--- config.mk ---
export PLATFORM = sky130hd
export DESIGN_NAME = psswl_cfg
export DESIGN_NICKNAME = d
export VERILOG_FILES = /design/src/rtl/psswl_pkg.sv /design/src/rtl/psswl_cfg.sv
export SDC_FILE = /design/constraint.sdc
export NUM_CORES = 1
export LEC_CHECK = 0
export BUFFER_PORTS_ARGS = -buffer_cell sky130_fd_sc_hd__buf_2
export CORE_MARGIN = 1
export CORE_UTILIZATION = 37
export CTS_CLUSTER_DIAMETER = 40
export DETAILED_ROUTE_END_ITERATION = 10
export GPL_ROUTABILITY_DRIVEN = 1
export PLACE_DENSITY = 0.87
export SETUP_SLACK_MARGIN = 0.4
export SLEW_MARGIN = 15
export SYNTH_ARGS = -nofsm -noshare
export SYNTH_HDL_FRONTEND = slang
export SYNTH_SLANG_ARGS = --single-unit
--- constraint.sdc ---
create_clock -name clk_i -period 1 [get_ports clk_i]
set_input_delay 0.25 -clock clk_i [delete_from_list [all_inputs] [get_ports clk_i]]
set_output_delay 0.25 -clock clk_i [all_outputs]
set_load 0.03 [all_outputs]
--- src/rtl/psswl_pkg.sv ---
package psswl_pkg;

  // defaults for the top-level parameters
  localparam int SOURCES_DEF = 32;
  localparam int STAMPS_DEF  = 16;

  // configuration port
  localparam int PADDR_W = 4;
  localparam int PDATA_W = 32;

  localparam logic [1:0] REG_WINDOW      = 2'd0;
  localparam logic [1:0] REG_START_LIMIT = 2'd1;
  localparam logic [1:0] REG_CLAIM_LIMIT = 2'd2;

  localparam logic [15:0] WINDOW_RST      = 16'd60;
  localparam logic [4:0]  START_LIMIT_RST = 5'd3;
  localparam logic [4:0]  CLAIM_LIMIT_RST = 5'd10;

  typedef struct packed {
    logic [15:0] window_seconds;
    logic [4:0]  start_limit;
    logic [4:0]  claim_limit;
  } cfg_t;

  typedef enum logic [2:0] {
    ST_IDLE,
    ST_SEARCH,
    ST_CNT_RD,
    ST_CNT_WT,
    ST_SCAN,
    ST_DECIDE
  } state_e;

endpackage

--- src/rtl/psswl_cfg.sv ---
module psswl_cfg (
  input  logic                                clk_i,
  input  logic                                rst_ni,
  input  logic                                psel,
  input  logic                                penable,
  input  logic                                pwrite,
  input  logic [psswl_pkg::PADDR_W-1:0]       paddr,
  input  logic [psswl_pkg::PDATA_W-1:0]       pwdata,
  output logic [psswl_pkg::PDATA_W-1:0]       prdata,
  output logic                                pready,
  output psswl_pkg::cfg_t                     cfg_o
);
  import psswl_pkg::*;

  cfg_t       cfg_q, cfg_d;
  logic       wr_en;
  logic [1:0] reg_idx;

  assign pready  = 1'b1;
  assign wr_en   = psel & penable & pwrite & pready;
  assign reg_idx = paddr[PADDR_W-1:2];

  always_comb begin
    cfg_d = cfg_q;
    if (wr_en) begin
      unique case (reg_idx)
        REG_WINDOW:      cfg_d.window_seconds = pwdata[15:0];
        REG_START_LIMIT: cfg_d.start_limit    = pwdata[4:0];
        REG_CLAIM_LIMIT: cfg_d.claim_limit    = pwdata[4:0];
        default: ;
      endcase
    end
  end

  always_comb begin
    unique case (reg_idx)
      REG_WINDOW:      prdata = {16'd0, cfg_q.window_seconds};
      REG_START_LIMIT: prdata = {27'd0, cfg_q.start_limit};
      REG_CLAIM_LIMIT: prdata = {27'd0, cfg_q.claim_limit};
      default:         prdata = '0;
    endcase
  end

  always_ff @(posedge clk_i or negedge rst_ni) begin
    if (!rst_ni) begin
      cfg_q.window_seconds <= WINDOW_RST;
      cfg_q.start_limit    <= START_LIMIT_RST;
      cfg_q.claim_limit    <= CLAIM_LIMIT_RST;
    end else begin
      cfg_q <= cfg_d;
    end
  end

  assign cfg_o = cfg_q;

endmodule

==> run metrics <==
vias per cell 4.42; final wirelength 3.78 mm; Slew Viols, Final 0; Worst Reg2Reg Path Length in Cells 4; top cells by area, synth dfrtp_1 (32%), dfstp_2 (15%), mux2_2 (13%); final worst slack -488 ps; Max Clk Rate 672 MHz; Num CTS Buffers 3; clk slew on worst S/H paths 80 ps; FF-to-FF End cfg_o[14]$_DFFE_PN1P_; overall via count from detail_route 1128; max_cap viols 0; final hold vios 18; DR iter-0 viols 16; first-pass GRT wire length 5.61 mm; Synth top area share 31.8%; DPL Wire Length 2.51 mm; Finished Core Util 70.3%; number of flip-flops in the largest register 26; port buffer count 64; post-DR wirelength/cell 14.8 um; number of diodes 0; core footprint 0.00366 mm2; RR Startpoint cfg_o[14]$_DFFE_PN1P_; antenna violations before repair 0; die width 63.9 um; share of layout cells above drive strength 1 83.6%; WS Path Type reg2out; period utilisation layout 149%; failing checks negative hold slack, negative setup slack; R2R setup slack -20 ps; Hold WS -31.3 ps; Root Buffer clkbuf_8; routability cong. 0.715; Final ANT Viol Nets 0; CTS tree done; CP endpoint kind primary output; Worst EP required 750 ps; Remaining DRCs 0; Max Fanout on Critical Path 2; largest net degree at the start of global routing 27; Sink Count 26; die area 0.00408 mm2; Finished Layout Cells 255; Setup crit start kind flip-flop; clock skew 0 ps; Seq cells post-synth 26; Yosys cell types 18; fin crit period 1490 ps; Post-Syn Area per Cell 13.2 um2; die height 63.9 um; Syn Std Cell Area 0.00142 mm2; RSZ-0062 raised after global routing true; most common cell after layout, fill and taps aside buf_6; crit path DAT 1240 ps; Leak 1.25 nW; Worst-Skew Late Latency 260 ps; overall power 4.95 mW; synth warn 0; Nets 249; Final Setup Violations 44; Top Ports 100; commonest non-fill, non-tap cells in the layout buf_6 (70), mux2_4 (26), conb_1 (17), buf_2 (17), dfrtp_2 (12); power density over the cells 1920 mW/mm2; P&R area growth vs syn 81.7%; H-tree Lvls 1; first-pass detailed-route iteration total 4; register area share after synthesis 46.6%; hold crit path type in2async; status finished, violations left; Max VDD drop 0.00118 V; All-Layer GR Usage 18.6%; grt total ovfl 0; Starting Density 38.7%; Cell Rows 22; post-synth top area cell dfrtp_1; DP Cell Count 235; Mapped Cells 107; vias in the first global route 1149; Max clock buf depth 2
[per-stage QoR]
stage / instance area, um2 / setup slack, ps / hold WS (ps) / setup TNS (ps)
detailed placement: 1970 / -386 / 263 / -14200
global route: 2570 / -539 / -24.3 / -11310
finish: 2570 / -488 / -31.3 / -9510
floorplan: 1600 / -313 / -45.6 / -7700
global placement: 1970 / -362 / 251 / -13530
CTS: 2460 / -439 / -28.5 / -8990
[timing repair]
| item | 4_1_cts | 5_1_grt |
|---|---|---|
| resized for setup | 114 | 12 |
| pin swaps | 5 | 6 |
| buffers inserted | 7 | 9 |
| hold endpoints to repair | 18 | 18 |
| cloned | 0 | 0 |
| setup endpoints to repair | 68 | 68 |
[layout make-up]
cell class	instances	area [um2]
Tap cell	48	60.1
Timing Repair Buffer	102	1040
Clock buffer	4	45.0
Multi-Input combinational cell	75	754
Sequential cell	26	676
Fill cell	255	1090
[per-layer routing]
metal	up-vias	GRT usage [%]	part of all wire, %
li1	523	-	-
met1	550	19.0	37
met2	49	37.0	56
met3	6	4.46	5.8
met4	0	4.55	1.2
met5	-	0	0
[critical path, stage by stage, from the launching register on]
cell and delay, ps:
dfstp_2 550, mux2i_1 90, o21ai_2 180, buf_6 160
[where the power goes]
part / leakage, nW / total (mW) / switching (mW) / internal (mW)
clock network: 0.0228 / 0.584 / 0.300 / 0.284
registers: 0.291 / 1.59 / 0.220 / 1.38
logic: 0.940 / 2.77 / 1.27 / 1.50
total: 1.25 / 4.95 / 1.79 / 3.16
[kinds of logic (layout without fill, tap and decap cells)]
family	count (synthesis)	count (layout)	synth area share, %
other cells	2	17	0.530
flops	26	26	46.6
compound gates	5	5	1.77
simple gates	22	22	11.9
mux	31	31	26.9
buf+inv	21	106	12.3
[worst max-delay path by stage]
stage	from	end	slack (ps)	cells past startpoint
floorplan	pwrite	cfg_o[10]$_DFFE_PN0P_	-310	4
global placement	paddr[2]	cfg_o[8]$_DFFE_PN0P_	-360	4
detailed placement	paddr[2]	cfg_o[8]$_DFFE_PN0P_	-390	4
CTS	cfg_o[13]$_DFFE_PN1P_	prdata[3]	-440	3
global route	cfg_o[1]$_DFFE_PN1P_	prdata[1]	-540	3
finish	cfg_o[1]$_DFFE_PN1P_	prdata[1]	-490	3
[cell usage after synthesis, drive strengths merged]
cell and instances:
dfrtp 18, mux2i 5, and2 11, nor3b 2
mux2 26, conb 2, nand2 5, clkbuf 1
nor2b 1, buf 20, nand3 1, o21ai 5
nor3 1, dfstp 8, nor2 1
No activity file was read; power rests on OpenSTA's default activity.
